$ cat src/hw/rtl/tss_pkg.sv
// Shared types and constants for the touch slider segmenter.
// Holds the slot setup layout, sequencer states and divider sizing.
// No dependencies; imported by tss_div and touch_slider_segmenter.
`default_nettype none

package tss_pkg;

  localparam int REG_COUNT = 4;
  localparam int CFG_IDX_W = 2;
  localparam int SETUP_W   = 34;
  localparam int POS_W     = 16;
  localparam int SUB_IDX_W = 2;

  localparam logic [POS_W-1:0] FULL_SCALE = 16'hFFFF;
  localparam logic [POS_W-1:0] HALF_SCALE = 16'(16'hFFFF / 2);

  // One quotient bit per divider step
  localparam int DIV_STEPS = POS_W;
  localparam int DIV_CNT_W = $clog2(DIV_STEPS);

  typedef struct packed {
    logic             enabled;
    logic             reversed;
    logic [POS_W-1:0] hi;
    logic [POS_W-1:0] lo;
  } sub_setup_t;

  typedef enum logic [1:0] {
    ST_IDLE,
    ST_EVAL,
    ST_DIV,
    ST_FIN
  } tss_state_t;

endpackage

`default_nettype wire

$ cat src/hw/rtl/tss_div.sv
// Restoring divider: (diff * 0xFFFF) / span, one quotient bit per cycle.
// Requires diff <= span and span != 0 so the quotient fits 16 bits.
// Depends on tss_pkg.
`default_nettype none

module tss_div
  import tss_pkg::*;
(
  input  wire logic             clk,
  input  wire logic             rst_n,
  input  wire logic             start,
  input  wire logic [POS_W-1:0] diff,
  input  wire logic [POS_W-1:0] span,
  output logic                  done,
  output logic [POS_W-1:0]      quotient
);

  logic                 busy_r, busy_nxt;
  logic                 done_r, done_nxt;
  logic [DIV_CNT_W-1:0] cnt_r, cnt_nxt;
  logic [POS_W-1:0]     rem_r, rem_nxt;
  logic [POS_W-1:0]     dvd_r, dvd_nxt;

  logic [2*POS_W-1:0]   num;
  logic [POS_W:0]       shifted;
  logic [POS_W:0]       trial;

  // diff * 0xFFFF = (diff << 16) - diff
  assign num     = {diff, {POS_W{1'b0}}} - {{POS_W{1'b0}}, diff};
  assign shifted = {rem_r, dvd_r[POS_W-1]};
  assign trial   = shifted - {1'b0, span};

  always_comb begin
    busy_nxt = busy_r;
    done_nxt = 1'b0;
    cnt_nxt  = cnt_r;
    rem_nxt  = rem_r;
    dvd_nxt  = dvd_r;
    if (start) begin
      busy_nxt = 1'b1;
      cnt_nxt  = DIV_CNT_W'(DIV_STEPS - 1);
      rem_nxt  = num[2*POS_W-1:POS_W];
      dvd_nxt  = num[POS_W-1:0];
    end else if (busy_r) begin
      if (!trial[POS_W]) begin
        rem_nxt = trial[POS_W-1:0];
        dvd_nxt = {dvd_r[POS_W-2:0], 1'b1};
      end else begin
        rem_nxt = shifted[POS_W-1:0];
        dvd_nxt = {dvd_r[POS_W-2:0], 1'b0};
      end
      cnt_nxt = cnt_r - 1'b1;
      if (cnt_r == '0) begin
        busy_nxt = 1'b0;
        done_nxt = 1'b1;
      end
    end
  end

  always_ff @(posedge clk) begin
    if (!rst_n) begin
      busy_r <= 1'b0;
      done_r <= 1'b0;
      cnt_r  <= '0;
    end else begin
      busy_r <= busy_nxt;
      done_r <= done_nxt;
      cnt_r  <= cnt_nxt;
    end
  end

  always_ff @(posedge clk) begin
    rem_r <= rem_nxt;
    dvd_r <= dvd_nxt;
  end

  assign done     = done_r;
  assign quotient = dvd_r;

endmodule

`default_nettype wire

$ cat src/hw/rtl/touch_slider_segmenter.sv
// Top level of the touch slider segmenter: slot setup registers, held state,
// query sequencer and output register. Depends on tss_pkg and tss_div.
`default_nettype none

// Channel   Direction  Ports                                      Handshake
// -------   ---------  -----------------------------------------  ------------
// in        input      in_sub_index, in_raw_touched,              valid / stall
//                      in_raw_position
// out       output     out_sub_touched, out_sub_value             valid / stall
// cfg       input      cfg_index, cfg_data                        cfg_we only
//
// One transaction at a time. An accepted query is decoded in ST_EVAL;
// an in-bounds touch on a non-degenerate slot then runs the shared restoring
// divider, waits in ST_DIV for its done strobe and passes through a finish
// step, ST_FIN, that writes the output register, after which the next query
// is taken. A query decided in decode writes the output register from
// ST_EVAL; a zero-width slot skips the divider and goes straight to ST_FIN.
// Reset (synchronous, active low) clears the setup registers, held flags
// and last values. in_stall is high while a query is in flight; out_stall
// holds the output register, and the sequencer waits in its last step until
// the register is free.

module touch_slider_segmenter
  import tss_pkg::*;
#(
  parameter int SUB_COUNT = 4
)
(
  input  wire logic                 clk,
  input  wire logic                 rst_n,
  // configuration
  input  wire logic                 cfg_we,
  input  wire logic [CFG_IDX_W-1:0] cfg_index,
  input  wire logic [SETUP_W-1:0]   cfg_data,
  // queries
  input  wire logic                 in_valid,
  output logic                      in_stall,
  input  wire logic [SUB_IDX_W-1:0] in_sub_index,
  input  wire logic                 in_raw_touched,
  input  wire logic [POS_W-1:0]     in_raw_position,
  // results
  output logic                      out_valid,
  input  wire logic                 out_stall,
  output logic                      out_sub_touched,
  output logic [POS_W-1:0]          out_sub_value
);

  localparam int IDX_W = (SUB_COUNT > 1) ? $clog2(SUB_COUNT) : 1;

  // slot setup registers
  logic [SETUP_W-1:0] setup_r [REG_COUNT];

  always_ff @(posedge clk) begin
    if (!rst_n) begin
      for (int i = 0; i < REG_COUNT; i++) begin
        setup_r[i] <= '0;
      end
    end else if (cfg_we) begin
      setup_r[cfg_index] <= cfg_data;
    end
  end

  // sequencer and per-slot state
  tss_state_t state_r, state_nxt;

  logic                 held_r [SUB_COUNT];
  logic                 held_nxt [SUB_COUNT];
  logic [POS_W-1:0]     last_r [SUB_COUNT];
  logic [POS_W-1:0]     last_nxt [SUB_COUNT];

  logic [SUB_IDX_W-1:0] idx_r, idx_nxt;
  logic                 touch_r, touch_nxt;
  logic [POS_W-1:0]     pos_r, pos_nxt;
  logic                 zero_q_r, zero_q_nxt;

  logic                 out_valid_r, out_valid_nxt;
  logic                 out_touched_r, out_touched_nxt;
  logic [POS_W-1:0]     out_value_r, out_value_nxt;

  // decode of the captured query
  sub_setup_t           cur;
  logic [IDX_W-1:0]     slot;
  logic                 idx_ok;
  logic                 in_bounds;
  logic                 other_held;
  logic [POS_W-1:0]     span;
  logic [POS_W-1:0]     diff;
  logic                 out_free;
  logic [POS_W-1:0]     scaled;
  logic [POS_W-1:0]     final_val;

  logic                 div_start;
  logic                 div_done;
  logic [POS_W-1:0]     div_q;

  assign cur       = sub_setup_t'(setup_r[idx_r]);
  assign slot      = IDX_W'(idx_r);
  assign idx_ok    = (int'(idx_r) < SUB_COUNT);
  assign in_bounds = (pos_r >= cur.lo) && (pos_r <= cur.hi);
  assign span      = cur.hi - cur.lo;
  assign diff      = pos_r - cur.lo;
  assign out_free  = !out_valid_r || !out_stall;
  assign scaled    = zero_q_r ? '0 : div_q;
  assign final_val = cur.reversed ? (FULL_SCALE - scaled) : scaled;

  // any slot other than the queried one still held blocks a new touch
  always_comb begin
    other_held = 1'b0;
    for (int i = 0; i < SUB_COUNT; i++) begin
      if (held_r[i] && (i != int'(idx_r))) begin
        other_held = 1'b1;
      end
    end
  end

  tss_div u_div (
    .clk      (clk),
    .rst_n    (rst_n),
    .start    (div_start),
    .diff     (diff),
    .span     (span),
    .done     (div_done),
    .quotient (div_q)
  );

  always_comb begin
    state_nxt       = state_r;
    held_nxt        = held_r;
    last_nxt        = last_r;
    idx_nxt         = idx_r;
    touch_nxt       = touch_r;
    pos_nxt         = pos_r;
    zero_q_nxt      = zero_q_r;
    out_valid_nxt   = out_valid_r && out_stall;
    out_touched_nxt = out_touched_r;
    out_value_nxt   = out_value_r;
    div_start       = 1'b0;
    in_stall        = (state_r != ST_IDLE);

    unique case (state_r)
      ST_IDLE: begin
        // capture the query
        if (in_valid) begin
          idx_nxt   = in_sub_index;
          touch_nxt = in_raw_touched;
          pos_nxt   = in_raw_position;
          state_nxt = ST_EVAL;
        end
      end

      ST_EVAL: begin
        if (!idx_ok) begin
          // slot beyond the configured count: not touched, no state change
          if (out_free) begin
            out_valid_nxt   = 1'b1;
            out_touched_nxt = 1'b0;
            out_value_nxt   = '0;
            state_nxt       = ST_IDLE;
          end
        end else if (cur.enabled && touch_r && in_bounds) begin
          if (other_held) begin
            // another sub-slider owns the touch: report idle, keep state
            if (out_free) begin
              out_valid_nxt   = 1'b1;
              out_touched_nxt = 1'b0;
              out_value_nxt   = '0;
              state_nxt       = ST_IDLE;
            end
          end else if (span == '0) begin
            // degenerate bounds scale to zero, skip the divider
            zero_q_nxt = 1'b1;
            state_nxt  = ST_FIN;
          end else begin
            zero_q_nxt = 1'b0;
            div_start  = 1'b1;
            state_nxt  = ST_DIV;
          end
        end else if (cur.enabled && touch_r && held_r[slot]) begin
          // slid off the end while held: pin to the nearer end
          if (out_free) begin
            out_valid_nxt   = 1'b1;
            out_touched_nxt = 1'b1;
            out_value_nxt   = (last_r[slot] < HALF_SCALE) ? '0 : FULL_SCALE;
            state_nxt       = ST_IDLE;
          end
        end else begin
          // released, disabled or outside while not held: drop the hold
          if (out_free) begin
            held_nxt[slot]  = 1'b0;
            out_valid_nxt   = 1'b1;
            out_touched_nxt = 1'b0;
            out_value_nxt   = '0;
            state_nxt       = ST_IDLE;
          end
        end
      end

      ST_DIV: begin
        if (div_done) begin
          state_nxt = ST_FIN;
        end
      end

      ST_FIN: begin
        // store the scaled value, mark the slot held, report it
        if (out_free) begin
          last_nxt[slot]  = final_val;
          held_nxt[slot]  = 1'b1;
          out_valid_nxt   = 1'b1;
          out_touched_nxt = 1'b1;
          out_value_nxt   = final_val;
          state_nxt       = ST_IDLE;
        end
      end

      default: begin
        state_nxt = ST_IDLE;
      end
    endcase
  end

  always_ff @(posedge clk) begin
    if (!rst_n) begin
      state_r     <= ST_IDLE;
      out_valid_r <= 1'b0;
      for (int i = 0; i < SUB_COUNT; i++) begin
        held_r[i] <= 1'b0;
        last_r[i] <= '0;
      end
    end else begin
      state_r     <= state_nxt;
      out_valid_r <= out_valid_nxt;
      held_r      <= held_nxt;
      last_r      <= last_nxt;
    end
  end

  always_ff @(posedge clk) begin
    idx_r         <= idx_nxt;
    touch_r       <= touch_nxt;
    pos_r         <= pos_nxt;
    zero_q_r      <= zero_q_nxt;
    out_touched_r <= out_touched_nxt;
    out_value_r   <= out_value_nxt;
  end

  assign out_valid       = out_valid_r;
  assign out_sub_touched = out_touched_r;
  assign out_sub_value   = out_value_r;

endmodule

`default_nettype wire
$ cat config.mk
export PLATFORM = sky130hd
export DESIGN_NAME = touch_slider_segmenter
export DESIGN_NICKNAME = d
export VERILOG_FILES = /design/src/hw/rtl/tss_pkg.sv /design/src/hw/rtl/tss_div.sv /design/src/hw/rtl/touch_slider_segmenter.sv
export SDC_FILE = /design/constraint.sdc
export NUM_CORES = 1
export LEC_CHECK = 0
export ABC_AREA = 1
export BUFFER_PORTS_ARGS = -buffer_cell sky130_fd_sc_hd__buf_2
export CAP_MARGIN = 20
export CORE_UTILIZATION = 30
export CTS_BUF_LIST = sky130_fd_sc_hd__clkbuf_8
export DETAILED_ROUTE_END_ITERATION = 8
export PLACE_DENSITY_LB_ADDON = 0.15
export SLEW_MARGIN = 25
export SYNTH_ARGS = -nofsm -noshare
export SYNTH_HDL_FRONTEND = slang
export SYNTH_SLANG_ARGS = --single-unit
$ cat constraint.sdc
create_clock -name clk -period 5 [get_ports clk]
set_input_delay 0.5 -clock clk [delete_from_list [all_inputs] [get_ports clk]]
set_output_delay 0.5 -clock clk [all_outputs]
set_load 0.01 [all_outputs]
==> results.sh <==
export IMPL_hold_class="primary input to flop"
export IMPL_syn2layout_area_growth_pct=13.5
export IMPL_gr_total_overflow=0
export IMPL_worstSetupPathType="flop to flop"
export IMPL_maxSlewHeadroom_pct=41.1
export IMPL_cts_buffer_depth=3
export IMPL_wl_per_cell_um=17.4
export IMPL_cts_root_buf="clkbuf_8"
export IMPL_num_vias=13500
export IMPL_slowest_stage="a32oi_1"
export IMPL_synth_ff_type="edfxtp_1"
export IMPL_placed_area_um2=17700
export IMPL_setup_tns_ns=0
export IMPL_cp_data_required_time_ns=5.35
export IMPL_ir_drop_mv=0.194
export IMPL_core_um2=54000
export IMPL_grt_pass1_wl_mm=76.0
export IMPL_finalHoldViolCount=0
export IMPL_min_to="pos_r[0]"
export IMPL_routabilityCongestion=0.868
export IMPL_synth_top_cell_area_share_pct=37.4
export IMPL_die_w_um=236
export IMPL_register_area_um2=7740
export IMPL_hold_start="in_raw_position[0]"
export IMPL_timing_rr_end="u_div.rem_r[9]"
export IMPL_cp_end_kind="flop"
export IMPL_syn_area_um2=16500
export IMPL_clkTransAtPathRegs_ns=0.06
export IMPL_dieArea_um2=55900
export IMPL_fill_cells=5726
export IMPL_period_share_pct=92.5
export IMPL_cpLargestDelayFamily="compound AO/OA/AOI/OAI gates"
export IMPL_max_freq_mhz=216
export IMPL_vias_per_cell=4.81
export IMPL_cts_tree="built"
export IMPL_die_h_um=236
export IMPL_dp_hpwl_mm=35.3
export IMPL_finalClockSkew_ns=0.0324
export IMPL_fin_util_pct=34.6
export IMPL_cts_resized=0
export IMPL_ioPinCount=79
export IMPL_crit_arrival_ns=4.97
export IMPL_drc_errors=0
export IMPL_layout_min_cycle_time_ns=4.62
export IMPL_drtPass1Iterations=5
export IMPL_tightest_slew_ns=0.882
export IMPL_ys_seq_area_share_pct=47.0
export IMPL_post_cts_buffers=0
export IMPL_crit_buf_inv=4
export IMPL_async_flop_share_pct=0
export IMPL_synth_largest_area_cell="edfxtp_1"
export IMPL_cts_hold_buf=0
export IMPL_start_util_pct=30.5
export IMPL_ys_warn_count=0
export IMPL_portBuffers=78
export IMPL_multi_input_area_um2=7260
export IMPL_synth_cells=1991
export IMPL_max_stage_delay_ns=0.47
export IMPL_cts_sinks=284
export IMPL_numCtsBuffers=52
export IMPL_cellLeakagePower_nw=8.26
export IMPL_crit_fanout=68
export IMPL_grt_max_degree=74
export IMPL_fin_nets=2200
export IMPL_drive_gt1_share_pct=12.4
export IMPL_dp_cells=2717
export IMPL_grt_setup_unrepaired="false"
export IMPL_ff2ff_path_depth=22
export IMPL_setup_viol=0
export IMPL_drv_cap=0
export IMPL_synth_most_common_cell="nand2_1"
export IMPL_synth_cell_types=58
export IMPL_clk_insertion_delay_late_ns=0.63
export IMPL_syn_num_nets=2116
export IMPL_fin_cells=2815
export IMPL_synth_area_leaders="edfxtp_1, dfxtp_1, nand2_1"
export IMPL_hold_depth=1
export IMPL_drt_total_wl_mm=49.0
export IMPL_synth_common_cells="nand2_1, inv_1, edfxtp_1, nor2_1, a21oi_1"
export IMPL_h_tree_depth=2
export IMPL_cp_cell_sequence="buf_12 -> nand2_1 -> a32oi_1 -> inv_1 -> ha_1 -> nand3_1 -> nand2_2 -> nand3_1 -> nand3_2 -> a21boi_0 -> xor2_1 -> inv_1 -> ha_1 -> a21oi_1 -> o21ai_0 -> a21oi_1 -> buf_4 -> nand4_4 -> nand2_4 -> nand2_1 -> nand3_1 -> nand2_1"
export IMPL_rows=85
export IMPL_power_density_nw_per_um2=437
export IMPL_maxSlewViolCount=0
export IMPL_status="finished clean"
export IMPL_grt_pass1_vias=13300
export IMPL_grtUsageTotal_pct=17.5
export IMPL_rrSetupSlack_ns=0.38
export IMPL_stdcell_area_um2=18700
export IMPL_antenna_found_initial=1
export IMPL_drtAntennaViolNets=0
export IMPL_synth_edf_count=205
export IMPL_cp_start_kind="flop"
export IMPL_drt_iter0_markers=698
export IMPL_synth_seq_cells=284
export IMPL_synth_area_per_cell_um2=8.27
==> area by class of cell <==
type	count	share of cell area, %
antenna	1	0.0134
inverter	315	6.35
tap	696	4.66
clock buffer	60	4.42
timing repair buffer	105	3.31
multi-input combinational	1317	38.8
sequential	284	41.4
clock inverter	37	1.06
==> logic make-up (layout without fill, tap and decap cells) <==
kind of cell,count (synthesis),count (layout),synth area share [%]
other cells,0,1,0
flops,284,284,47.0
xor+xnor,58,58,3.36
simple gates,819,819,22.1
fa+ha+maj,65,65,5.07
compound gates,375,375,13.3
buf+inv,390,517,9.21
==> power breakdown <==
part / leakage, nW / total [mW] / internal [mW] / switching, mW
registers: 2.60 / 2.77 / 2.72 / 0.0575
clock network: 0.609 / 2.18 / 1.15 / 1.03
logic: 5.05 / 3.22 / 1.08 / 2.14
total: 8.26 / 8.18 / 4.95 / 3.22
==> sequential cells by signal (all words and copies together) (netlist names), 2 cells and up, named ones only <==
| signal | count |
|---|---|
| u_div.rem_r | 16 |
| out_sub_value | 16 |
| last_r | 64 |
| pos_r | 16 |
| setup_r | 136 |
| idx_r | 2 |
| state_r | 2 |
| u_div.cnt_r | 4 |
| u_div.quotient | 16 |
==> worst max path at each step <==
stage / endpoint / cells past startpoint
3_5_place_dp: u_div.rem_r[9] / 23
4_1_cts: u_div.rem_r[9] / 23
6_report: u_div.rem_r[9] / 22
2_1_floorplan: u_div.rem_r[15] / 24
5_1_grt: u_div.rem_r[12] / 22
3_3_place_gp: u_div.rem_r[8] / 24
==> metal layers <==
layer	global-route usage, %	wire, um
met2	29.2	23000
met1	23.3	23000
met4	5.71	1300
met3	2.32	1740
met5	0	0
==> cells in the final DEF, fill, tap and decap left out, types with 6 or more instances in the layout <==
cell type  netlist  layout
nand2_1        372     367
nand2_4          7       7
nand3_2          9       9
o221ai_1         7       7
a32o_1          13      13
o21ai_0        108     107
xnor2_1         20      20
inv_1          308     328
edfxtp_1       205     205
ha_1            62      62
a21oi_1        167     167
a32oi_1         16      14
nand2_2         14      19
nor2_1         204     203
inv_2            6       6
nor2_2           9      10
nand4_1         22      22
nand3_1        118     118
a22oi_1          8       8
xor2_1          32      32
buf_4            2      25
dfxtp_1         79      78
buf_2            7      78
clkbuf_8         0      60
clkinv_2         0       9
o22ai_1         19      19
nor3_1          44      44
==> stage by stage <==
| step | setup WS [ns] | total power [mW] | hold slack [ns] |
|---|---|---|---|
| floorplan | 0.678 | 5.17 | 0.455 |
| global placement | 0.410 | 6.03 | 0.469 |
| detailed placement | 0.271 | 6.05 | 0.472 |
| CTS | 0.209 | 8.26 | 0.000430 |
| global route | 0.0199 | 8.76 | 0.0158 |
| finish | 0.377 | 8.18 | 0.0488 |
Power figures use the tool's default switching activity.
